===== src/design/brts_pkg.sv =====
// Shared constants, types and codes of the bilinear RGB texture sampler.
package brts_pkg;

    // Image geometry and coordinate format
    localparam int IMG_W     = 256;
    localparam int IMG_H     = 256;
    localparam int FRAC_BITS = 8;
    localparam int COORD_W   = 18;
    localparam int LOAD_W    = 8;
    localparam int CHAN_W    = 8;
    localparam int NCHAN     = 3;
    localparam int PIX_W     = CHAN_W * NCHAN;

    localparam int COL_W     = $clog2(IMG_W);
    localparam int ROW_W     = $clog2(IMG_H);
    localparam int INT_W     = COORD_W - FRAC_BITS;
    localparam int LD_CMP_W  = 14;

    // Four banks split by row and column parity
    localparam int NBANK      = 4;
    localparam int BANK_SEL_W = 2;
    localparam int BANK_AW    = (ROW_W - 1) + (COL_W - 1);
    localparam int BANK_DEPTH = 1 << BANK_AW;

    localparam int HSUM_W = CHAN_W + FRAC_BITS;
    localparam int VSUM_W = CHAN_W + 2 * FRAC_BITS;

    typedef logic [COORD_W-1:0]    t_coord;
    typedef logic [INT_W-1:0]      t_int;
    typedef logic [COL_W-1:0]      t_col;
    typedef logic [ROW_W-1:0]      t_row;
    typedef logic [LD_CMP_W-1:0]   t_ldcmp;
    typedef logic [FRAC_BITS-1:0]  t_frac;
    typedef logic [FRAC_BITS:0]    t_wgt;
    typedef logic [CHAN_W-1:0]     t_chan;
    typedef logic [PIX_W-1:0]      t_pix;
    typedef logic [BANK_AW-1:0]    t_bank_addr;
    typedef logic [BANK_SEL_W-1:0] t_bsel;
    typedef logic [HSUM_W-1:0]     t_hsum;
    typedef logic [HSUM_W:0]       t_hprod;
    typedef logic [VSUM_W:0]       t_vprod;

    localparam t_coord XMAX     = t_coord'(IMG_W) << FRAC_BITS;
    localparam t_coord YMAX     = t_coord'(IMG_H) << FRAC_BITS;
    localparam t_wgt   WGT_ONE  = t_wgt'(1) << FRAC_BITS;
    localparam t_chan  CHAN_MAX = '1;

    // Item action codes
    localparam logic ACT_LOAD   = 1'b0;
    localparam logic ACT_SAMPLE = 1'b1;

    // Sample control carried from address generation to the blend stages
    typedef struct packed {
        logic  white;
        t_frac fx;
        t_frac fy;
        logic  px;
        logic  py;
        logic  xsame;
        logic  ysame;
    } t_s1_ctrl;

endpackage


===== src/design/brts_vblend.sv =====
// Vertical blend, truncation and white substitution into the output register.
module brts_vblend (
    input  logic               i_clk,
    input  logic               i_en,
    input  brts_pkg::t_hsum    i_top [brts_pkg::NCHAN],
    input  brts_pkg::t_hsum    i_bot [brts_pkg::NCHAN],
    input  brts_pkg::t_frac    i_fy,
    input  logic               i_white,
    output brts_pkg::t_chan    o_red,
    output brts_pkg::t_chan    o_green,
    output brts_pkg::t_chan    o_blue
);
    brts_pkg::t_wgt  w_wy0, w_wy1;
    brts_pkg::t_chan n_chan [brts_pkg::NCHAN];
    brts_pkg::t_chan r_chan [brts_pkg::NCHAN];

    always_comb begin
        brts_pkg::t_vprod v;
        w_wy1 = brts_pkg::t_wgt'(i_fy);
        w_wy0 = brts_pkg::WGT_ONE - w_wy1;
        for (int k = 0; k < brts_pkg::NCHAN; k++) begin
            v = brts_pkg::t_vprod'(i_top[k]) * brts_pkg::t_vprod'(w_wy0)
              + brts_pkg::t_vprod'(i_bot[k]) * brts_pkg::t_vprod'(w_wy1);
            n_chan[k] = i_white ? brts_pkg::CHAN_MAX
                                : v[2*brts_pkg::FRAC_BITS +: brts_pkg::CHAN_W];
        end
    end

    always_ff @(posedge i_clk) begin
        if (i_en) begin
            r_chan <= n_chan;
        end
    end

    assign o_red   = r_chan[0];
    assign o_green = r_chan[1];
    assign o_blue  = r_chan[2];
endmodule

===== config.mk =====
export PLATFORM = sky130hd
export DESIGN_NAME = brts_vblend
export DESIGN_NICKNAME = d
export VERILOG_FILES = /design/src/design/brts_pkg.sv /design/src/design/brts_vblend.sv
export SDC_FILE = /design/constraint.sdc
export NUM_CORES = 2
export LEC_CHECK = 0
export BUFFER_PORTS_ARGS = -buffer_cell sky130_fd_sc_hd__buf_2
export CAP_MARGIN = 20
export CORE_UTILIZATION = 55
export CTS_BUF_LIST = sky130_fd_sc_hd__clkbuf_4
export CTS_CLUSTER_DIAMETER = 40
export DETAILED_ROUTE_END_ITERATION = 7
export PLACE_DENSITY = 0.81
export SYNTH_ARGS = -nofsm -noshare
export SYNTH_HDL_FRONTEND = slang
export SYNTH_SLANG_ARGS = --single-unit

===== constraint.sdc =====
create_clock -name i_clk -period 6.7 [get_ports i_clk]
set_input_delay 0.335 -clock i_clk [delete_from_list [all_inputs] [get_ports i_clk]]
set_output_delay 0.335 -clock i_clk [all_outputs]
set_load 0.05 [all_outputs]

## Word level (Yosys, flattened, before mapping)

Index checks and enable logic that the tools add are counted.

- Register bits after elaboration: 24
- Bits in latches: 0
- RAM bits: 0
- ROM bits: 0
- Input port bits: 107
- Word-level logic and storage cells: 13
- Memories kept: 0

- Add/subtract/negate cells: 4
- Multipliers: 6
- Divide/modulo/power cells: 0
- $lt $le $gt $ge: 0
- Eq/ne operators: 0
- Shifts and indexed selects: 0
- Muxes and demuxes: 0
- Bitwise operators: 0
- Reductions and logical operators: 0

Operator list:

| cell | number |
|---|---|
| $add A24 B24 Y24 | 3 |
| $mul A16 B8 Y24 | 3 |
| $mul A16 B9 Y24 | 3 |
| $sub A9 B8 Y9 const A | 1 |

## Depth between registers and ports, before layout

- Word-level depth: 3
- Mapped depth: 27

## Worst setup path before layout

Ideal clock, no wire load.

- Path kind: input-to-reg
- Start: input i_fy[2]
- End: register r_chan, in the netlist o_red[5], data pin
- Arrival time: 6.113 ns
- Path slack: 0.324 ns
- Stages: 27
- Cells stage by stage: buf_2 -> nor3_2 -> nand3_1 -> nor3_2 -> xnor2_1 -> clkbuf_1 -> clkbuf_1 -> and2_1 -> fa_1 -> inv_1 -> fa_1 -> fa_1 -> inv_1 -> fa_1 -> fa_1 -> inv_1 -> fa_1 -> inv_1 -> ha_1 -> buf_2 -> a211o_2 -> a211oi_1 -> nand3_1 -> a21oi_2 -> nor2_1 -> a41oi_1 -> mux2i_1

- Longest elaborated chain between the ends: 3
- Elaborated cells between the ends (all ways): 4
- Classes of those cells: add/sub (2); mul (2)

Ends and longest elaborated chain:

| what | RTL line | RTL |
|---|---|---|
| start, declared | brts_vblend.sv:7 | `input brts_pkg::t_frac i_fy,` |
| $sub A9 B8 Y9 | brts_vblend.sv:20 | `w_wy0 = brts_pkg::WGT_ONE - w_wy1;` |
| $mul A16 B9 Y24 | brts_vblend.sv:22 | `v = brts_pkg::t_vprod'(i_top[k]) * brts_pkg::t_vprod'(w_wy0)` |
| $add A24 B24 Y24 * | brts_vblend.sv:23 | `+ brts_pkg::t_vprod'(i_bot[k]) * brts_pkg::t_vprod'(w_wy1);` |
| end signal, assigned | brts_vblend.sv:31 | `r_chan <= n_chan;` |
| end, declared | brts_vblend.sv:15 | `brts_pkg::t_chan r_chan [brts_pkg::NCHAN];` |

Every way passes the cells marked *; elsewhere a longest branch is shown, timed or not.
A chain may end at the register's enable or synchronous reset.

## Final worst setup path

- Start: input i_fy[2]
- End: register r_chan, in the netlist o_blue[7], data pin

The elaborated chain is that of the path after synthesis.

==> results <==
- The max-capacitance violation count is 0.
- TritonCTS built the clock tree.
- The final route contains around 19k vias.
- In this run the worst setup path begins at i_fy[2].
- The checks that failed: design-rule violations.
- The final setup TNS is 0 ns.
- The post-detailed-route wirelength per cell is 16.9 um.
- The share of cells above drive strength 1 is 7.99%.
- The fraction of synthesized cell area taken by the top area cell type is about 51%.
- In this run, synthesis produced a sequential element count of 24.
- The critical path class is in -> reg.
- The maximum clock path buffer count is 2.
- At the pin with the least slew margin, the transition time is roughly 0.87 ns.
- From synthesis to final layout, the design area changed by 7.01%.
- The die width is 220 um.
- The clock net in this run drives a total of 24 sinks.
- After synthesis, the cell types taking the most area are fa_1 51%, inv_1 12%, ha_1 11%.
- The number of setup violations in the final report is 0.
- Yosys printed 0 warnings.
- Among all stages on the critical path, the largest delay is contributed by fa_1.
- Summed over all instances, the cell type with the most area after synthesis is fa_1.
- The number of hold buffers added after CTS is 0.
- Along the worst path, the maximum fanout reaches 26.
- The initial core utilization is around 56%.
- The worst slack after detailed placement is -0.178 ns.
- The number of antenna violations at the first check in global routing is 12.
- The required time reported for the critical path endpoint is 6.87 ns.
- The count of filler cells inserted in the layout is 3,996.
- The endpoint of the most critical setup path is o_blue[7].
- The delay of the slowest critical-path stage is 0.52 ns.
- Averaged over all synthesized cells, the footprint is 8.85 um^2.
- The total core area is 0.0468 mm^2.
- The class of the tightest hold or removal check is in -> reg.
- After layout, the worst setup slack is 0.247 ns.
- Static timing analysis puts the maximum clock frequency at 0.155 GHz.
- Setup repair after global routing left no endpoint under its margin.
- The primary flip-flop cell chosen by synthesis mapping is edfxtp_1.
- The instance area after placement is 0.0278 mm^2.
- The final weighted congestion in routability-driven placement is 0.922.
- After routing the design area is approximately 0.028 mm^2.
- The flow ran to the end, but the final reports show violations.
- The global-route wire length before repair is slightly above 100,000 um.
- The post-synthesis instance total is 2,955.
- The count of cell instances traversed by the critical path is 27.
- The sequential cells in the finished layout cover a total of 721 um^2.
- For this run, the post-layout net count is between 4k and 5k.
- The number of buffers created by CTS is 3.
- The non-filler instance count after layout is between 3k and 4k.
- For this run, the detailed router's first-pass iteration total came to 7.
- The clock transition at the registers of the reported paths is 0.22 ns.
- For the finished layout, the period the worst path requires is between 6 and 7 ns.
- By count the netlist is led by 838 x inv_1, 660 x fa_1, 442 x nand2_1, 400 x and2_1, 220 x ha_1.
- The detailed router finished its first iteration with around 1.2k violations.
- Global routing used between 20% and 30% of the available tracks.
- Summing all multi-input logic gate instances after layout gives around 0.022 mm^2.
- After global routing the overflow that remains totals 0.
- Counting both buffers and inverters, the worst setup path holds a total of 8.
- Yosys mapped a number of flops with a built-in enable equal to 24.
- The number of slew-limit violations in the final report was 0.
- The via count of the first global-routing pass is 20.4k.
- CTS built an H-tree with a depth of 1.
- Entering global routing, the biggest net connects 94 pins.
- Synthesis produced a netlist with a net count of 3,942.
- The sequential share of the synthesized area is 2.76%.
- Wires add up to roughly 62,000 um.
- The number of vias per cell is 5.23.
- The number of standard-cell rows in the floorplan is 79.
- The die covers just under 0.05 mm^2.
- Of all flip-flops after synthesis, the portion carrying an async set or reset was 0%.
- CTS placed an instance of clkbuf_4 at the clock tree root.
- Yosys instantiated no cell more often than inv_1.
- Among cell families on the critical path, the largest total delay comes from adder cells.
- The worst setup path is launched from a primary input.
- In this run the vertical extent of the chip is roughly 220 um.
- The final number of hold-violating endpoints came to 0.
- Data on the critical path arrives at its endpoint at between 6 and 7 ns.
- The netlist area before placement is ~0.026 mm^2.
- Counting tap cells, the placed design contains a total of between 3k and 4k instances.
- Headroom to the max-slew limit came out at 42.0%.
- The endpoint type of the worst setup path is a flop.
- The final routed DRC violation total is 20.
- The number of port buffers is 130.
- The I/O pin count is 131.
- The critical path's most frequent cell is fa_1.
- In this run the remaining antenna-violating nets after routing total 0.
- The part of the cycle the worst path needs is 96.3%.
- The count of distinct cell types in the synthesized netlist is 57.
- The half-perimeter wire length after placement is 51,400 um.
## state kept, by name (all words and copies together), names as in the netlist
signal,flops
o_blue,8
o_green,8
o_red,8
## per-stage QoR
step	hold WS (ns)	utilization, %
finish	0.464	59.8
global route	0.483	59.8
CTS	0.458	59.6
detailed placement	0.874	59.5
global placement	0.873	59.5
floorplan	0.447	-
## area by class of cell
| type | instances | share of cell area, % |
|---|---|---|
| diodes | 14 | 0.125 |
| well taps | 607 | 2.72 |
| flip-flops and latches | 24 | 2.58 |
| clock inverters | 1 | 0.107 |
| inverters | 839 | 11.3 |
| multi-input cells | 1961 | 78.1 |
| clock buffers | 3 | 0.0805 |
| repair buffers | 213 | 5.01 |
## metal layers
layer,vias to the layer above,track usage [%],share of wire (%)
li1,8575,-,-
met3,118,2.77,6.5
met4,0,11.1,3.9
met2,651,45.5,49
met1,9808,37.2,41
met5,-,0,0
## worst min path at each step
stage,start,endpoint,slack [ns],cells past startpoint
finish,i_white,o_green[5],0.46,3
global route,i_white,o_red[4],0.48,3
CTS,i_white,o_green[5],0.46,3
detailed placement,o_red[2],o_red[2],0.87,1
global placement,o_blue[2],o_blue[2],0.87,1
floorplan,i_en,o_blue[0],0.45,0
## cells by family (layout without fill, tap and decap cells)
logic type | Yosys count | count (layout) | share of synthesized area [%]
other | 0 | 14 | 0
flip-flops | 24 | 24 | 2.76
XOR/XNOR | 42 | 42 | 1.41
multiplexers | 4 | 4 | 0.153
buffers and inverters | 970 | 1056 | 14.0
adder cells (fa/ha/maj) | 880 | 880 | 61.1
AND/OR/NAND/NOR | 917 | 917 | 17.5
AO/OA/AOI/OAI | 118 | 118 | 3.12
## placed cells by master, fill, tap and decap left out, types with 15 or more instances in the layout
cell type  instances
nand3_1           16
nor2_1            24
fa_1             660
o21ai_0           20
edfxtp_1          24
buf_2            129
buf_4             74
xnor2_1           26
and2_1           400
a21o_1            15
ha_1             219
a21oi_1           25
inv_1            838
nand2_1          442
## repair_timing
| item | in CTS | in global routing |
|---|---|---|
| resized for setup | 0 | 0 |
| setup endpoints to repair | 0 | 9 |
| endpoints found under the hold margin | 0 | 0 |
| buffers inserted | 0 | 4 |
Power is left out: the tool's default activity adds up to more than one toggle a clock period on the data nets, which glitch-free logic cannot reach.
