**src/design/brts_pkg.sv**
```systemverilog
// Shared constants, types and codes of the bilinear RGB texture sampler.
package brts_pkg;

    // Image geometry and coordinate format
    localparam int IMG_W     = 256;
    localparam int IMG_H     = 256;
    localparam int FRAC_BITS = 8;
    localparam int COORD_W   = 18;
    localparam int LOAD_W    = 8;
    localparam int CHAN_W    = 8;
    localparam int NCHAN     = 3;
    localparam int PIX_W     = CHAN_W * NCHAN;

    localparam int COL_W     = $clog2(IMG_W);
    localparam int ROW_W     = $clog2(IMG_H);
    localparam int INT_W     = COORD_W - FRAC_BITS;
    localparam int LD_CMP_W  = 14;

    // Four banks split by row and column parity
    localparam int NBANK      = 4;
    localparam int BANK_SEL_W = 2;
    localparam int BANK_AW    = (ROW_W - 1) + (COL_W - 1);
    localparam int BANK_DEPTH = 1 << BANK_AW;

    localparam int HSUM_W = CHAN_W + FRAC_BITS;
    localparam int VSUM_W = CHAN_W + 2 * FRAC_BITS;

    typedef logic [COORD_W-1:0]    t_coord;
    typedef logic [INT_W-1:0]      t_int;
    typedef logic [COL_W-1:0]      t_col;
    typedef logic [ROW_W-1:0]      t_row;
    typedef logic [LD_CMP_W-1:0]   t_ldcmp;
    typedef logic [FRAC_BITS-1:0]  t_frac;
    typedef logic [FRAC_BITS:0]    t_wgt;
    typedef logic [CHAN_W-1:0]     t_chan;
    typedef logic [PIX_W-1:0]      t_pix;
    typedef logic [BANK_AW-1:0]    t_bank_addr;
    typedef logic [BANK_SEL_W-1:0] t_bsel;
    typedef logic [HSUM_W-1:0]     t_hsum;
    typedef logic [HSUM_W:0]       t_hprod;
    typedef logic [VSUM_W:0]       t_vprod;

    localparam t_coord XMAX     = t_coord'(IMG_W) << FRAC_BITS;
    localparam t_coord YMAX     = t_coord'(IMG_H) << FRAC_BITS;
    localparam t_wgt   WGT_ONE  = t_wgt'(1) << FRAC_BITS;
    localparam t_chan  CHAN_MAX = '1;

    // Item action codes
    localparam logic ACT_LOAD   = 1'b0;
    localparam logic ACT_SAMPLE = 1'b1;

    // Sample control carried from address generation to the blend stages
    typedef struct packed {
        logic  white;
        t_frac fx;
        t_frac fy;
        logic  px;
        logic  py;
        logic  xsame;
        logic  ysame;
    } t_s1_ctrl;

endpackage

```
**src/design/brts_hblend.sv**
```systemverilog
// Bank-to-neighbour routing and horizontal blend of the top and bottom pixel pairs.
module brts_hblend (
    input  logic                 i_clk,
    input  logic                 i_en,
    input  brts_pkg::t_pix       i_bank [brts_pkg::NBANK],
    input  brts_pkg::t_s1_ctrl   i_ctrl,
    output brts_pkg::t_hsum      o_top [brts_pkg::NCHAN],
    output brts_pkg::t_hsum      o_bot [brts_pkg::NCHAN],
    output brts_pkg::t_frac      o_fy,
    output logic                 o_white
);
    brts_pkg::t_pix  w_p00, w_p01, w_p10, w_p11;
    brts_pkg::t_wgt  w_wx0, w_wx1;
    brts_pkg::t_hsum n_top [brts_pkg::NCHAN];
    brts_pkg::t_hsum n_bot [brts_pkg::NCHAN];
    brts_pkg::t_hsum r_top [brts_pkg::NCHAN];
    brts_pkg::t_hsum r_bot [brts_pkg::NCHAN];
    brts_pkg::t_frac r_fy;
    logic            r_white;

    always_comb begin
        logic px1, py1;
        px1   = i_ctrl.xsame ? i_ctrl.px : !i_ctrl.px;
        py1   = i_ctrl.ysame ? i_ctrl.py : !i_ctrl.py;
        w_p00 = i_bank[{i_ctrl.py, i_ctrl.px}];
        w_p01 = i_bank[{i_ctrl.py, px1}];
        w_p10 = i_bank[{py1, i_ctrl.px}];
        w_p11 = i_bank[{py1, px1}];
        w_wx1 = brts_pkg::t_wgt'(i_ctrl.fx);
        w_wx0 = brts_pkg::WGT_ONE - w_wx1;
    end

    always_comb begin
        brts_pkg::t_chan a, b, c, d;
        for (int k = 0; k < brts_pkg::NCHAN; k++) begin
            // channel 0 is red in the top byte
            a = w_p00[brts_pkg::PIX_W-1-k*brts_pkg::CHAN_W -: brts_pkg::CHAN_W];
            b = w_p01[brts_pkg::PIX_W-1-k*brts_pkg::CHAN_W -: brts_pkg::CHAN_W];
            c = w_p10[brts_pkg::PIX_W-1-k*brts_pkg::CHAN_W -: brts_pkg::CHAN_W];
            d = w_p11[brts_pkg::PIX_W-1-k*brts_pkg::CHAN_W -: brts_pkg::CHAN_W];
            n_top[k] = brts_pkg::t_hsum'(
                brts_pkg::t_hprod'(a) * brts_pkg::t_hprod'(w_wx0) +
                brts_pkg::t_hprod'(b) * brts_pkg::t_hprod'(w_wx1));
            n_bot[k] = brts_pkg::t_hsum'(
                brts_pkg::t_hprod'(c) * brts_pkg::t_hprod'(w_wx0) +
                brts_pkg::t_hprod'(d) * brts_pkg::t_hprod'(w_wx1));
        end
    end

    always_ff @(posedge i_clk) begin
        if (i_en) begin
            r_top   <= n_top;
            r_bot   <= n_bot;
            r_fy    <= i_ctrl.fy;
            r_white <= i_ctrl.white;
        end
    end

    assign o_top   = r_top;
    assign o_bot   = r_bot;
    assign o_fy    = r_fy;
    assign o_white = r_white;
endmodule

```
**config.mk**
```make
export PLATFORM = sky130hd
export DESIGN_NAME = brts_hblend
export DESIGN_NICKNAME = d
export VERILOG_FILES = /design/src/design/brts_pkg.sv /design/src/design/brts_hblend.sv
export SDC_FILE = /design/constraint.sdc
export NUM_CORES = 2
export LEC_CHECK = 0
export ABC_AREA = 0
export BUFFER_PORTS_ARGS = -buffer_cell sky130_fd_sc_hd__buf_2
export CAP_MARGIN = 40
export CORE_ASPECT_RATIO = 1.4
export CORE_MARGIN = 4
export CORE_UTILIZATION = 65
export DETAILED_ROUTE_END_ITERATION = 10
export PLACE_DENSITY = 0.85
export SLEW_MARGIN = 10
export SYNTH_ARGS = -nofsm -noshare
export SYNTH_HDL_FRONTEND = slang
export SYNTH_SLANG_ARGS = --single-unit
```
**constraint.sdc**
```tcl
create_clock -name i_clk -period 13.6 [get_ports i_clk]
set_input_delay 0.68 -clock i_clk [delete_from_list [all_inputs] [get_ports i_clk]]
set_output_delay 0.68 -clock i_clk [all_outputs]
set_load 0.005 [all_outputs]
```
# After elaboration in Yosys (flattened, before gate mapping)

Index checks and enable logic that the tools add are counted.

ROM bits: 0
Bits in registers: 105
RAM bits: 0
Bits in latches: 0
Memories kept: 0

Multiplexer cells: 14
Shift-type cells: 0
Bitwise operators: 4
Magnitude comparators: 4
Equal/unequal tests: 0
Reductions and logical operators: 2
Add/sub/neg operators: 7
Multiply operators: 12
Div/mod/pow operators: 0

Operators with widths:

| kind                                                              | count |
|---|---|
| 24-bit binary-select mux with 2-bit select                        | 4 |
| 24-bit two-way mux                                                | 8 |
| 16-bit adder                                                      | 6 |
| 8-bit by 8-bit multiplier with 16-bit output                      | 6 |
| 8-bit by 9-bit multiplier with 16-bit output                      | 6 |
| 3-bit greater-or-equal comparator, second input constant          | 4 |
| 2-bit NOT with 3-bit output                                       | 4 |
| 9-bit by 8-bit subtractor with 9-bit output, first input constant | 1 |
| 1-bit zero test                                                   | 2 |
| 1-bit two-way mux                                                 | 2 |

# Longest topological paths before layout

Depth in word-level cells: 8
Depth in mapped cells: 26
Mapped depth without buffers: 23

# Worst setup path before layout

No wires, ideal clock.

Kind: input-to-reg
From: input i_ctrl[12] in the netlist's numbering
To: register r_bot (netlist bit o_bot[31]), data pin
Stages on the path: 23
Buffers on the path: 2
Arrival time: 6.672 ns
Setup time: 0.260 ns
Required time: 13.340 ns
Path slack: 6.668 ns
Cell sequence: inv_1 -> clkbuf_1 -> ha_1 -> nor3b_1 -> xnor2_1 -> clkbuf_1 -> nand2_1 -> fa_1 -> fa_1 -> fa_1 -> inv_1 -> fa_1 -> fa_1 -> inv_1 -> fa_1 -> inv_1 -> ha_1 -> or2_2 -> nor3_1 -> a2bb2oi_1 -> a311oi_1 -> o21ai_0 -> xnor2_1

RTL lines:

| what                 | line              | text |
|---|---|---|
| start, declared      | brts_hblend.sv:6  | `input brts_pkg::t_s1_ctrl i_ctrl,` |
| end signal, assigned | brts_hblend.sv:53 | `r_bot <= n_bot;` |
| end, declared        | brts_hblend.sv:17 | `brts_pkg::t_hsum r_bot [brts_pkg::NCHAN];` |

==> flow_metrics.env <==
export IMPL_min_path_type="input port to flop"
export IMPL_min_delay_start="i_ctrl[9]"
export IMPL_synth_compound_area_share_pct=3.57
export IMPL_globalRouteOverflowTotal=0
export IMPL_rsz0062_at_grt="false"
export IMPL_final_cell_mix="inv_1 (835), fa_1 (606), and2_1 (414)"
export IMPL_end_kind="flop"
export IMPL_numCtsBuffers=9
export IMPL_cp_required_ns=13.77
export IMPL_holdPathStages=1
export IMPL_ios=224
export IMPL_netlist_area_um2=32900
export IMPL_area_delta_synth_final_pct=6.71
export IMPL_wirelength_um=84600
export IMPL_vias=24800
export IMPL_synth_seq_cells=105
export IMPL_ys_warnings_count=0
export IMPL_synth_edf_count=105
export IMPL_final_min_clock_period_ns=7.84
export IMPL_tightest_slew_ns=0.959
export IMPL_dieArea_um2=54300
export IMPL_final_common_cell="inv_1"
export IMPL_final_layout_size_suffix_gt1_share_pct=10.9
export IMPL_path_max_fanout=21
export IMPL_tns_ns=0
export IMPL_clockBufferDepth=2
export IMPL_cts_resized=0
export IMPL_grt_pass1_vias=27000
export IMPL_syn_inst=3450
export IMPL_antenna_found_initial=6
export IMPL_cp_cell_sequence="buf_2 > inv_1 > ha_1 > nor3b_1 > xnor2_2 > buf_4 > nand2_1 > fa_1 > fa_1 > fa_1 > inv_1 > fa_1 > fa_1 > fa_1 > ha_1 > o21a_1 > o21a_1 > a211oi_1 > o21ai_0 > a31oi_1 > xnor2_1"
export IMPL_min_to="o_fy[5]$_DFFE_PP_"
export IMPL_cts_tree="yes"
export IMPL_first_iter_violations=1783
export IMPL_synth_adder_area_share_pct=51.3
export IMPL_finalNetCount=4722
export IMPL_crit_buf_inv=4
export IMPL_synth_top_family_by_area="adder cells"
export IMPL_fin_util_pct=70.1
export IMPL_cts_clk_slew_worst_paths_ns=0.08
export IMPL_ys_flop_type="edfxtp_1"
export IMPL_critPathLaunchType="input port"
export IMPL_grt_max_degree=81
export IMPL_start_util_pct=65.7
export IMPL_gp_congestion=0.943
export IMPL_gr_usage_all_layers_pct=32.5
export IMPL_clock_sinks=105
export IMPL_wl_per_cell_um=19.8
export IMPL_ctsHoldBuffers=0
export IMPL_ant_nets=0
export IMPL_fin_crit_sh_pct=57.7
export IMPL_async_flop_share_pct=0
export IMPL_crit_type="input port to flop"
export IMPL_final_setup_viol_count=0
export IMPL_syn_num_nets=4554
export IMPL_portBuffers=223
export IMPL_hpwl_um=67500
export IMPL_ys_seq_area_share_pct=9.59
export IMPL_critical_path_max_stage_delay_ns=0.58
export IMPL_yosysTopAreaCellShare_pct=36.9
export IMPL_cp_arrival_ns=8.01
export IMPL_cap_violations=0
export IMPL_dieWidth_um=198
export IMPL_postCtsSetupBuffers=0
export IMPL_rows=97
export IMPL_fmax_mhz=128
export IMPL_drc_errors=0
export IMPL_drv_slew=0
export IMPL_synth_top_cell_by_area="fa_1"
export IMPL_clock_root_buffer="clkbuf_16"
export IMPL_max_slew_margin_rel_pct=34.2
export IMPL_synth_xor_area_share_pct=3.35
export IMPL_syn_avg_cell_area_um2=9.53
export IMPL_synth_simple_area_share_pct=14.8
export IMPL_final_hold_violation_count=0
export IMPL_cp_slowest_cell="fa_1"
export IMPL_status="complete, no violations"
export IMPL_yosys_mux_area_fraction_pct=6.26
export IMPL_crit_top_cell="fa_1"
export IMPL_crit_family="adder cells"
export IMPL_synth_cell_type_count=65
export IMPL_grt_first_pass_wirelength_um=138000
export IMPL_cts_max_level=3
export IMPL_viasPerCell=5.80
export IMPL_dr_pass1_iters=5
export IMPL_die_h_um=274
export IMPL_synthTopCellsByArea="fa_1 (37%), ha_1 (14%), edfxtp_1 (9.6%), inv_1 (9.5%), and2_1 (7.9%)"
export IMPL_coreArea_um2=50000
-- synth_stat cells, types with 14 or more instances --
cell / count
a21o_1: 24
fa_1: 606
ha_1: 379
edfxtp_1: 105
clkbuf_1: 81
a211oi_1: 14
mux2i_2: 22
xor2_1: 29
o21ai_0: 25
and2_1: 414
a21oi_1: 38
o21a_1: 20
inv_1: 835
mux2i_1: 74
nor2_1: 143
xnor2_1: 90
nand2_1: 349
mux4_2: 33
-- layout make-up --
type,instances,area [um2]
multi-input combinational,2400,26200
fill,3719,14900
sequential,105,3150
inverter,835,3130
timing repair buffer,267,1500
tap,643,805
clock buffer,10,229
clock inverter,6,65.1
antenna,7,17.5
-- worst max path at each step --
stage               startpoint                  end  slack (ns)  depth (start not counted)
finish              i_ctrl[12]  o_top[31]$_DFFE_PP_        5.76                         21
global route        i_ctrl[12]  o_top[15]$_DFFE_PP_        5.49                         23
CTS                 i_ctrl[12]  o_top[15]$_DFFE_PP_        5.88                         23
detailed placement  i_ctrl[12]  o_top[15]$_DFFE_PP_        5.47                         23
global placement    i_ctrl[12]  o_top[47]$_DFFE_PP_        5.52                         23
floorplan           i_ctrl[12]  o_bot[31]$_DFFE_PP_        6.67                         23
-- per-stage QoR --
step | cells | worst slack, ns | cell area, um2 | hold WS [ns]
finish | 4273 | 5.76 | 35100 | 0.447
CTS | 4263 | 5.88 | 35000 | 0.430
detailed placement | 4247 | 5.47 | 34700 | 0.858
global placement | 4237 | 5.52 | 34600 | 0.857
global route | 4267 | 5.49 | 35100 | 0.440
floorplan | 3450 | 6.67 | 32900 | 0.779
-- per-layer routing --
metal,GRT usage (%),up-vias,wire (um)
met5,0,-,12
met4,19.8,2,6280
met3,5.65,355,7130
met2,54.9,1203,41700
met1,38.8,12400,29500
li1,-,10800,-
-- flip-flops by register name, indices dropped and copies added, names as in the netlist --
name     cells
o_fy         8
o_bot       48
o_top       48
o_white      1
-- kinds of logic (layout without fill, tap and decap cells) --
logic type / after synthesis / after routing
xor gates and xnor gates: 122 / 122
AOI/OAI and AO/OA: 173 / 173
muxes: 145 / 145
and+or+nand+nor: 975 / 975
other: 0 / 7
DFF: 105 / 105
buffers and inverters: 945 / 1118
adders and majority gates: 985 / 985
Power is not shown: default switching activity piles up to over one toggle a cycle in this logic, so the estimate is an artifact.
