<file path="src/design/brts_pkg.sv">
// Shared constants, types and codes of the bilinear RGB texture sampler.
package brts_pkg;

    // Image geometry and coordinate format
    localparam int IMG_W     = 256;
    localparam int IMG_H     = 256;
    localparam int FRAC_BITS = 8;
    localparam int COORD_W   = 18;
    localparam int LOAD_W    = 8;
    localparam int CHAN_W    = 8;
    localparam int NCHAN     = 3;
    localparam int PIX_W     = CHAN_W * NCHAN;

    localparam int COL_W     = $clog2(IMG_W);
    localparam int ROW_W     = $clog2(IMG_H);
    localparam int INT_W     = COORD_W - FRAC_BITS;
    localparam int LD_CMP_W  = 14;

    // Four banks split by row and column parity
    localparam int NBANK      = 4;
    localparam int BANK_SEL_W = 2;
    localparam int BANK_AW    = (ROW_W - 1) + (COL_W - 1);
    localparam int BANK_DEPTH = 1 << BANK_AW;

    localparam int HSUM_W = CHAN_W + FRAC_BITS;
    localparam int VSUM_W = CHAN_W + 2 * FRAC_BITS;

    typedef logic [COORD_W-1:0]    t_coord;
    typedef logic [INT_W-1:0]      t_int;
    typedef logic [COL_W-1:0]      t_col;
    typedef logic [ROW_W-1:0]      t_row;
    typedef logic [LD_CMP_W-1:0]   t_ldcmp;
    typedef logic [FRAC_BITS-1:0]  t_frac;
    typedef logic [FRAC_BITS:0]    t_wgt;
    typedef logic [CHAN_W-1:0]     t_chan;
    typedef logic [PIX_W-1:0]      t_pix;
    typedef logic [BANK_AW-1:0]    t_bank_addr;
    typedef logic [BANK_SEL_W-1:0] t_bsel;
    typedef logic [HSUM_W-1:0]     t_hsum;
    typedef logic [HSUM_W:0]       t_hprod;
    typedef logic [VSUM_W:0]       t_vprod;

    localparam t_coord XMAX     = t_coord'(IMG_W) << FRAC_BITS;
    localparam t_coord YMAX     = t_coord'(IMG_H) << FRAC_BITS;
    localparam t_wgt   WGT_ONE  = t_wgt'(1) << FRAC_BITS;
    localparam t_chan  CHAN_MAX = '1;

    // Item action codes
    localparam logic ACT_LOAD   = 1'b0;
    localparam logic ACT_SAMPLE = 1'b1;

    // Sample control carried from address generation to the blend stages
    typedef struct packed {
        logic  white;
        t_frac fx;
        t_frac fy;
        logic  px;
        logic  py;
        logic  xsame;
        logic  ysame;
    } t_s1_ctrl;

endpackage

</file>
<file path="src/design/brts_addr.sv">
// Range check, edge clamp and per-bank address generation for loads and samples.
module brts_addr (
    input  logic [brts_pkg::LOAD_W-1:0]      i_load_col,
    input  logic [brts_pkg::LOAD_W-1:0]      i_load_row,
    input  logic signed [brts_pkg::COORD_W-1:0] i_sample_x,
    input  logic signed [brts_pkg::COORD_W-1:0] i_sample_y,
    output brts_pkg::t_bank_addr             o_rd_addr [brts_pkg::NBANK],
    output brts_pkg::t_s1_ctrl               o_ctrl,
    output logic                             o_wr_ok,
    output brts_pkg::t_bsel                  o_wr_bank,
    output brts_pkg::t_bank_addr             o_wr_addr
);
    brts_pkg::t_coord w_ux, w_uy;
    brts_pkg::t_int   w_xi, w_yi;
    brts_pkg::t_col   w_x0, w_x1, w_lcol;
    brts_pkg::t_row   w_y0, w_y1, w_lrow;
    logic             w_xsame, w_ysame, w_out_x, w_out_y;

    always_comb begin
        w_ux = brts_pkg::t_coord'(i_sample_x);
        w_uy = brts_pkg::t_coord'(i_sample_y);
        // negative or past the far edge gives white
        w_out_x = w_ux[brts_pkg::COORD_W-1] || (w_ux > brts_pkg::XMAX);
        w_out_y = w_uy[brts_pkg::COORD_W-1] || (w_uy > brts_pkg::YMAX);
        w_xi = w_ux[brts_pkg::COORD_W-1:brts_pkg::FRAC_BITS];
        w_yi = w_uy[brts_pkg::COORD_W-1:brts_pkg::FRAC_BITS];
        w_x0 = (w_xi > brts_pkg::t_int'(brts_pkg::IMG_W - 1))
             ? brts_pkg::t_col'(brts_pkg::IMG_W - 1) : w_xi[brts_pkg::COL_W-1:0];
        w_y0 = (w_yi > brts_pkg::t_int'(brts_pkg::IMG_H - 1))
             ? brts_pkg::t_row'(brts_pkg::IMG_H - 1) : w_yi[brts_pkg::ROW_W-1:0];
        // right / lower neighbour clamps to the last column / row
        w_xsame = (w_x0 == brts_pkg::t_col'(brts_pkg::IMG_W - 1));
        w_ysame = (w_y0 == brts_pkg::t_row'(brts_pkg::IMG_H - 1));
        w_x1 = w_xsame ? w_x0 : w_x0 + brts_pkg::t_col'(1);
        w_y1 = w_ysame ? w_y0 : w_y0 + brts_pkg::t_row'(1);
    end

    always_comb begin
        brts_pkg::t_bsel bs;
        brts_pkg::t_col  csel;
        brts_pkg::t_row  rsel;
        for (int b = 0; b < brts_pkg::NBANK; b++) begin
            bs   = brts_pkg::t_bsel'(b);
            rsel = (w_y0[0] == bs[1]) ? w_y0 : w_y1;
            csel = (w_x0[0] == bs[0]) ? w_x0 : w_x1;
            o_rd_addr[b] = {rsel[brts_pkg::ROW_W-1:1], csel[brts_pkg::COL_W-1:1]};
        end
    end

    always_comb begin
        o_ctrl.white = w_out_x || w_out_y;
        o_ctrl.fx    = w_ux[brts_pkg::FRAC_BITS-1:0];
        o_ctrl.fy    = w_uy[brts_pkg::FRAC_BITS-1:0];
        o_ctrl.px    = w_x0[0];
        o_ctrl.py    = w_y0[0];
        o_ctrl.xsame = w_xsame;
        o_ctrl.ysame = w_ysame;
    end

    always_comb begin
        w_lcol    = brts_pkg::t_col'(i_load_col);
        w_lrow    = brts_pkg::t_row'(i_load_row);
        o_wr_ok   = (brts_pkg::t_ldcmp'(i_load_col) < brts_pkg::t_ldcmp'(brts_pkg::IMG_W))
                 && (brts_pkg::t_ldcmp'(i_load_row) < brts_pkg::t_ldcmp'(brts_pkg::IMG_H));
        o_wr_bank = {w_lrow[0], w_lcol[0]};
        o_wr_addr = {w_lrow[brts_pkg::ROW_W-1:1], w_lcol[brts_pkg::COL_W-1:1]};
    end
endmodule

</file>
<file path="config.mk">
export PLATFORM = sky130hd
export DESIGN_NAME = brts_addr
export DESIGN_NICKNAME = d
export VERILOG_FILES = /design/src/design/brts_pkg.sv /design/src/design/brts_addr.sv
export SDC_FILE = /design/constraint.sdc
export NUM_CORES = 1
export LEC_CHECK = 0
export BUFFER_PORTS_ARGS = -buffer_cell sky130_fd_sc_hd__buf_4
export CORE_MARGIN = 1
export CORE_UTILIZATION = 32
export DETAILED_ROUTE_END_ITERATION = 8
export GPL_TIMING_DRIVEN = 0
export MAX_ROUTING_LAYER = met4
export PLACE_DENSITY = 0.87
export SYNTH_ARGS = -nofsm -noshare
export SYNTH_HDL_FRONTEND = slang
export SYNTH_SLANG_ARGS = --single-unit
</file>
<file path="constraint.sdc">
create_clock -name vclk -period 2.5
set_input_delay 0.5 -clock vclk [all_inputs]
set_output_delay 0.5 -clock vclk [all_outputs]
set_load 0.005 [all_outputs]
</file>
# --- Yosys cells after proc, flatten, opt, wreduce, memory -nomap -nowiden ---
# Index checks and enable logic that the tools add are counted.
totals:
  ff_bits: 0
  input_bits: 52
  output_inout_bits: 94
  elab_cells: 19
op_classes:
  n_addsub: 2
  order_cmp: 4
  n_eq_ne: 2
  muxes: 8
  reduce_logical: 3
ops:
  columns: ["cell", "count"]
  rows:
  - ["8-bit 2-to-1 mux", 8]
  - ["18-bit by 17-bit greater-than comparator with 1-bit output (second input constant)", 2]
  - ["10-bit by 8-bit greater-than comparator with 1-bit output (second input constant)", 2]
  - ["8-bit by 1-bit adder with 8-bit output (second input constant)", 2]
  - ["8-bit equality test (second input constant)", 2]
  - ["1-bit logical OR", 3]

# --- Longest topological paths before layout ---
# Gate-level depths: netlist of run 1.
logic_depth:
  word_depth: 5
  mapped_depth: 10
  depth_no_buf: 8

# --- Worst setup path after synthesis of run 1 ---
# No wires, ideal clock.
synth_timing:
  path_type: "input to output"
  start: "input port i_sample_x[17] in the netlist's numbering"
  end: "output port o_rd_addr[42] in the netlist's numbering"
  arrival_ps: 2061
  required_ps: 2000
  setup_slack_ps: -61
  stages: 9
  n_path_buf: 2
  path_cell_list: "or2_1 nor2_1 inv_1 ha_1 clkbuf_1 and2_1 a2111oi_0 a21oi_1 buf_4"
synth_lines:
  columns: ["item", "line_no", "text"]
  rows:
  - ["start: declaration", "brts_addr.sv:5", "input logic signed [brts_pkg::COORD_W-1:0] i_sample_x,"]
  - ["end: declaration", "brts_addr.sv:7", "output brts_pkg::t_bank_addr o_rd_addr [brts_pkg::NBANK],"]

==> results of run 1 <==
what timing repair did:
action,in CTS,in global routing
endpoints found under the setup margin,33,22
setup buffers,7,2
pin swaps,8,10
gates resized for setup,18,20
cells in the mapped netlist (3+ instances only):
cell,count
a21oi_1,5
buf_4,63
inv_1,7
mux2i_1,4
nand2_1,15
nand3_1,6
nand4_1,5
nor2_1,16
nor3_1,3
nor4_1,8
o21ai_0,7
or3_1,9
xnor2_1,4
power by group:
group          internal (mW)  total, mW  switching, mW  leakage (nW)
logic                  0.281      0.457          0.176          1.18
registers                  0          0              0             0
clock network              0          0              0             0
worst paths after layout:
check / startpoint / slack, ns / to / cells past startpoint
worst min-delay path: i_load_row[0] / 1.16 / o_wr_bank[1] / 2
worst max-delay path: i_sample_x[17] / 0.03 / o_rd_addr[46] / 10
area by class of cell:
class,instances,area [um^2]
inverter,7,28.8
fill,339,1290
buffer,58,437
timing repair buffer,136,1050
multi-input combinational,115,825
tap,48,60.1
cell families after synthesis:
| family | after synthesis | synth area share, % |
|---|---|---|
| other | 1 | 0.303 |
| buffers and inverters | 75 | 43.1 |
| AND/OR/NAND/NOR | 77 | 32.3 |
| multiplexers | 5 | 4.44 |
| adder cells (fa/ha/maj) | 2 | 2.02 |
| XOR/XNOR | 4 | 2.83 |
| AO/OA/AOI/OAI | 26 | 15.0 |
stage by stage:
stage / instance area (um^2) / TNS [ns]
after floorplan: 1240 / -0.0256
after global placement: 2260 / -5.62
after detailed placement: 2260 / -6.51
after CTS: 2360 / -0.125
after global routing: 2400 / -0.113
final: 2400 / 0
worst max-delay path: cells and delay by family:
kind | cells | cell delay (ns)
fa+ha+maj | 1 | 0.20
compound gates | 2 | 0.27
buf+inv | 4 | 0.41
simple gates | 3 | 0.57
layer usage:
layer / up-vias / routed length (um)
li1: 848 / -
met1: 772 / 1520
met2: 102 / 2400
met3: 2 / 369
met4: 0 / 4
met5: - / 0
==> reports/qor.yml, run 1 <==
wire_per_inst_um: 11.8
drive_gt1_share_pct: 69.9
end_kind: "output pin"
totalWireLength_um: 4290
status: "finished, final reports clean"
leakagePower_nw: 1.18
synth_top_area_cell: "buf_4"
drt-initial-drc-count: 107
fin_cells: 364
fin_ws_ns: 0.0256
path_cells: "buf_8, or2_4, nor2_4, inv_2, ha_4, and2_4, a311oi_2, a21oi_2, buf_4, buf_6"
route.vias.total: 1724
syn_nets: 244
cp-start-kind: "input port"
fin_hold_ws_ns: 1.16
synth_top_area_share_pct: 38.2
yosysSeqAreaShare_pct: 0
final-setup-viol-count: 0
die_y_um: 64.2
hold_class: "in -> out"
synth.area.top_cells: "buf_4 38%, nor2_1 4.8%, nand2_1 4.5%"
synthesis.area_um2: 1240
critPathArrivalTime_ns: 1.97
fin_nets: 372
die_x_um: 64.2
drtAntennaViolNets: 0
min_period_ns: 2.47
max_clock_freq_ghz: 0.404
dp_cells: 365
max-vdd-ir-drop_mv: 0.112
power_density_nw_per_um2: 191
antenna_found_initial: 0
gp_congestion: 0.888
slew_violations: 0
drc: 0
gr-usage-met2_pct: 38.7
viasPerCell: 4.74
grt_pass1_vias: 1530
grt_pass1_wl_um: 6430
syn_inst: 190
power.total_uw: 457
dr.pass1.iters: 4
cp_data_required_time_ns: 2.00
cp_slowest_cell: "or2_4"
synth_cell_types: 41
critPathKind: "in -> out"
top_usage_layer: "met2"
fin_crit_sh_pct: 99.0
pre_cts_slack_ns: -0.441
use_met1_pct: 20.5
synth.avg_cell_area_um2: 6.52
yosys_warnings: 0
worstPathMaxFanout: 8
rows: 22
core_um2: 3690
final_util_pct: 65.1
hpwl_um: 3430
nFlopsAndLatches: 0
dieArea_um2: 4120
max_stage_delay_ns: 0.28
maxCapViolations: 0
cts_hold_buffers: 0
hold_violations: 0
layout_commonest_cell: "buf_4"
diodes: 0
grt_util_met3_pct: 0.893
grt_start_max_net_pins: 12
rsz0062_at_grt: "true"
grt_overflow: 0
seqCellArea_um2: 0
io_buffers: 127
final_cell_mix: "185 x buf_4, 14 x nand2_1, 13 x nor2_1, 9 x or3_1, 8 x nor4_1"
syn_to_final_growth_pct: 93.8
pin_count: 146
start_util_pct: 33.6
clkbuf_count: 0
grtUsageTotal_pct: 18.9
No activity file was read; power rests on OpenSTA's default activity.
==> run 2: changes to the inputs <==
RECOVER_POWER = 100   (was unset)
==> run 2 against run 1 <==
Net effect:
- global-route usage unchanged
- non-clock buffer count unchanged
- combinational power down 3%
- clock-buffer cell count unchanged
- sequential share of layout area unchanged
- critical endpoint unchanged
==> reports/qor.yml, run 2 (synthesized netlist as in run 1, its figures left out) <==
status: "finished, final reports clean"  # unchanged
viasPerCell: 4.78  # was 4.74
drive_gt1_share_pct: 68.0  # was 69.9%
final-setup-viol-count: 0  # unchanged
p_int_uw: 272  # was 281 uW
layout_commonest_cell: "buf_4"  # unchanged
worstPathMaxFanout: 8  # unchanged
dieArea_um2: 4120  # unchanged
max_clock_freq_ghz: 0.404  # about the same
holdPathStages: 2  # unchanged
power.total_uw: 445  # was 457 uW
fin_area_um2: 2370  # was 2400 um^2
dpl-instance-area_um2: 2260  # unchanged
seqPwrFrac_pct: 0  # about the same
antenna_found_initial: 0  # unchanged
fin_cells: 364  # unchanged
drc: 0  # unchanged
grt_pass1_vias: 1530  # unchanged
hpwl_um: 3430  # unchanged
pin_count: 146  # unchanged
grtUsageTotal_pct: 18.9  # unchanged
fin_crit_sh_pct: 99.0  # about the same
p_switching_uw: 173  # was 176 uW
syn_to_final_growth_pct: 91.3  # was 93.8%
p_comb_share_pct: 100.0  # about the same
hold_violations: 0  # unchanged
hold_class: "in -> out"  # unchanged
grt_overflow: 0  # unchanged
totalWireLength_um: 4290  # about the same
power_density_nw_per_um2: 188  # was 191 nW/um^2
crit_end: "o_rd_addr[46]"  # unchanged
nFlopsAndLatches: 0  # unchanged
drtAntennaViolNets: 0  # unchanged
final_util_pct: 64.2  # was 65.1%
critPathKind: "in -> out"  # unchanged
final_cell_mix: "129 x buf_4, 53 x clkbuf_4, 14 x nand2_1, 13 x nor2_1, 9 x or3_1"  # was 185 x buf_4, 14 x nand2_1, 13 x nor2_1, 9 x or3_1, 8 x nor4_1
diodes: 0  # unchanged
slew_violations: 0  # unchanged
grt_start_max_net_pins: 12  # unchanged
fin_hold_ws_ns: 1.19  # was 1.16 ns
min_period_ns: 2.48  # was 2.47 ns
leakagePower_nw: 1.16  # was 1.18 nW
p_clk_share_pct: 0  # about the same
wire_per_inst_um: 11.8  # about the same
critPathArrivalTime_ns: 1.98  # was 1.97 ns
rows: 22  # unchanged
max-vdd-ir-drop_mv: 0.112  # about the same
core_um2: 3690  # unchanged
route.vias.total: 1739  # was 1724
end_kind: "output pin"  # unchanged
fin_nets: 372  # unchanged
fin_ws_ns: 0.0242  # was 0.0256 ns
clkbuf_count: 0  # unchanged
worstHoldStart: "i_load_row[0]"  # unchanged
drt-initial-drc-count: 78  # was 107
die_x_um: 64.2  # unchanged
maxCapViolations: 0  # unchanged
grt_pass1_wl_um: 6430  # unchanged
crit_path_start: "i_sample_x[17]"  # unchanged
cp_data_required_time_ns: 2.00  # about the same
io_buffers: 127  # unchanged
start_util_pct: 33.6  # unchanged
rsz0062_at_grt: "true"  # unchanged
seqCellArea_um2: 0  # unchanged
dp_cells: 365  # unchanged
die_y_um: 64.2  # unchanged
cp-start-kind: "input port"  # unchanged
gp_congestion: 0.888  # unchanged
switching_share_pct: 38.9  # was 38.5%
setup-tns-final_ns: 0  # unchanged
num-fill-cells: 347  # was 339
dr.pass1.iters: 4  # unchanged
pre_cts_slack_ns: -0.441  # unchanged
multi_input_area_um2: 805  # was 825 um^2
cts_hold_buffers: 0  # unchanged
## run 2: cell type report
type,instances,area share (%)
Inverter,7,1.21
Timing Repair Buffer,136,43.9
Tap cell,48,2.53
Multi-Input combinational cell,115,33.9
Buffer,58,18.4
## run 2: layer usage
metal	track usage, %	vias up	share of wire, %
met1	20.5	778	36
met2	38.7	111	55
met4	1.39	0	0
met5	-	-	0
met3	0.893	0	9.1
li1	-	850	-
## run 2: repair_timing
action,4_1_cts,5_1_grt
gates resized for setup,18,20
setup buffers,7,2
setup endpoints to repair,33,22
pin swaps,8,10
## run 2: worst min-delay path by stage
stage	endpoint	slack [ns]
5_1_grt	o_wr_addr[5]	1.19
4_1_cts	o_wr_bank[1]	1.17
3_5_place_dp	o_wr_bank[1]	1.17
6_report	o_wr_bank[1]	1.19
3_3_place_gp	o_wr_bank[1]	1.17
2_1_floorplan	o_ctrl[10]	1.08
## run 2: worst max-delay path, cell delays in order
cell and delay (ns):
buf_8 0.10, or2_4 0.28, nor2_4 0.13, inv_2 0.07
ha_4 0.20, and2_4 0.17, a311oi_2 0.20, a21oi_2 0.07
buf_4 0.14, buf_6 0.10
## run 2: power by group through the flow
stage	clock (mW)	sequential [mW]	combinational, mW
detailed placement	0	0	0.424
global placement	0	0	0.416
global route	0	0	0.478
CTS	0	0	0.445
finish	0	0	0.445
floorplan	0	0	0.202
==> run 3: changes to the inputs <==
REMOVE_ABC_BUFFERS = 1   (was unset)
==> run 3 against run 2 <==
Net effect:
- the flow now finishes with violations (negative setup slack)
- non-clock buffer count shrank 71
- wire length grew 3.0%
- via count shrank 15%
- power shrank 21%
- sequential share of layout area is the same
- maximum frequency shrank 1.0%
- clock-buffer cell count is the same
- die area is the same
- global-route usage grew 0.66 points
- final cell count shrank 20%
- first-iteration DRC count grew 7.7%
- critical path type unchanged
- critical endpoint is now o_rd_addr[42]
- largest power group unchanged
- highest routed layer is now met4
==> reports/qor.yml, run 3 (synthesized netlist as in run 1, its figures left out) <==
slew_violations: 0  # unchanged
viasPerCell: 5.05  # was 4.78
maxCapViolations: 0  # unchanged
path_cells: "buf_4, or2_4, nor2_4, inv_1, ha_4, and2_4, a2111oi_4, a21oi_2, buf_4"  # was buf_8, or2_4, nor2_4, inv_2, ha_4, and2_4, a311oi_2, a21oi_2, buf_4, buf_6
drive_gt1_share_pct: 57.6  # was 68.0%
layout_commonest_cell: "buf_4"  # unchanged
grt_pass1_vias: 1301  # was 1530
rows: 22  # unchanged
max-vdd-ir-drop_mv: 0.0860  # was 0.112 mV
path_delay_family: "simple AND/OR/NAND/NOR gates"  # unchanged
worstPathMaxFanout: 9  # was 8
grt_overflow: 0  # unchanged
p_comb_share_pct: 100.0  # about the same
status: "complete, but fails checks"  # was finished, final reports clean
rsz0062_at_grt: "true"  # unchanged
switching_share_pct: 44.1  # was 38.9%
cp_data_required_time_ns: 2.00  # about the same
hold_class: "in -> out"  # unchanged
diodes: 0  # unchanged
fin_nets: 301  # was 372
route.vias.total: 1481  # was 1739
failed_checks: "negative setup slack"
max_clock_freq_ghz: 0.400  # was 0.404 GHz
final_cell_mix: "91 x buf_4, 29 x clkbuf_4, 14 x nand2_1, 14 x nor2_1, 9 x or3_1"  # was 129 x buf_4, 53 x clkbuf_4, 14 x nand2_1, 13 x nor2_1, 9 x or3_1
grt_pass1_wl_um: 6310  # was 6430 um
p_int_uw: 195  # was 272 uW
clkbuf_count: 0  # unchanged
die_x_um: 64.2  # unchanged
grt_start_max_net_pins: 12  # unchanged
seqPwrFrac_pct: 0  # about the same
final-setup-viol-count: 1  # was 0
hpwl_um: 3370  # was 3430 um
drtAntennaViolNets: 0  # unchanged
p_switching_uw: 154  # was 173 uW
drt-initial-drc-count: 84  # was 78
fin_crit_sh_pct: 100  # was 99.0%
fin_cells: 293  # was 364
core_um2: 3690  # unchanged
critPathArrivalTime_ns: 2.00  # was 1.98 ns
seqCellArea_um2: 0  # unchanged
leakagePower_nw: 0.820  # was 1.16 nW
power_density_nw_per_um2: 194  # was 188 nW/um^2
drc: 0  # unchanged
fin_ws_ns: -0.00106  # was 0.0242 ns
cp_num_buf_inv: 3  # was 4
dr.pass1.iters: 4  # unchanged
setup-tns-final_ns: -0.00106  # was 0 ns
wire_per_inst_um: 15.1  # was 11.8 um
min_period_ns: 2.50  # was 2.48 ns
critPathKind: "in -> out"  # unchanged
dieArea_um2: 4120  # unchanged
nFlopsAndLatches: 0  # unchanged
start_util_pct: 33.6  # unchanged
antenna_found_initial: 0  # unchanged
hold_violations: 0  # unchanged
pin_count: 146  # unchanged
cp_slowest_cell: "or2_4"  # unchanged
die_y_um: 64.2  # unchanged
grtUsageTotal_pct: 19.6  # was 18.9%
totalWireLength_um: 4420  # was 4290 um
io_buffers: 113  # was 127
dp_cells: 283  # was 365
syn_to_final_growth_pct: 45.5  # was 91.3%
gp_congestion: 0.843  # was 0.888
p_clk_share_pct: 0  # about the same
max_stage_delay_ns: 0.29  # was 0.28 ns
crit_top_cell: "buf_4"
cp-start-kind: "input port"  # unchanged
end_kind: "output pin"  # unchanged
run 3: worst paths after layout:
| check | from | end | slack (ns) | cells after the start |
|---|---|---|---|---|
| min | i_load_row[5] | o_wr_addr[11] | 1.00 | 0 |
| max | i_sample_x[17] | o_rd_addr[42] | -0.001 | 9 |
run 3: metal layers:
layer  up-vias  share of wire [%]  GRT usage (%)
met5         -                  0              -
met4         0               0.61           1.11
met3         2                 15           10.7
met2       100                 49           33.2
met1       669                 35           20.9
li1        710                  -              -
run 3: power by group through the flow:
stage | Sequential (mW) | Combinational, mW | Clock, mW
final | 0 | 0.349 | 0
after global routing | 0 | 0.377 | 0
after CTS | 0 | 0.332 | 0
after detailed placement | 0 | 0.313 | 0
after global placement | 0 | 0.308 | 0
after floorplan | 0 | 0.105 | 0
run 3: through the flow:
step           total power, mW  util, %  hold slack, ns  cell area, um^2  worst slack (ns)
2_1_floorplan            0.105        -            1.00              731            0.0836
3_3_place_gp             0.308     44.4            1.00             1640            -0.358
3_5_place_dp             0.313     44.4            1.00             1640            -0.350
4_1_cts                  0.332     46.6            1.00             1720            0.0176
5_1_grt                  0.377     48.8            1.00             1800           -0.0406
6_report                 0.349     48.8            1.00             1800          -0.00106
run 3: layout make-up:
type | instances | area (um^2)
inverter | 7 | 28.8
fill | 387 | 1890
tap | 48 | 60.1
timing repair buffer | 123 | 912
multi-input combinational | 115 | 801
run 3: what timing repair did:
action,CTS,global route
pin swaps,3,6
gates resized for setup,16,9
endpoints found under the setup margin,35,16
buffers inserted,3,7
hold buffers,0,0
cloned,0,0
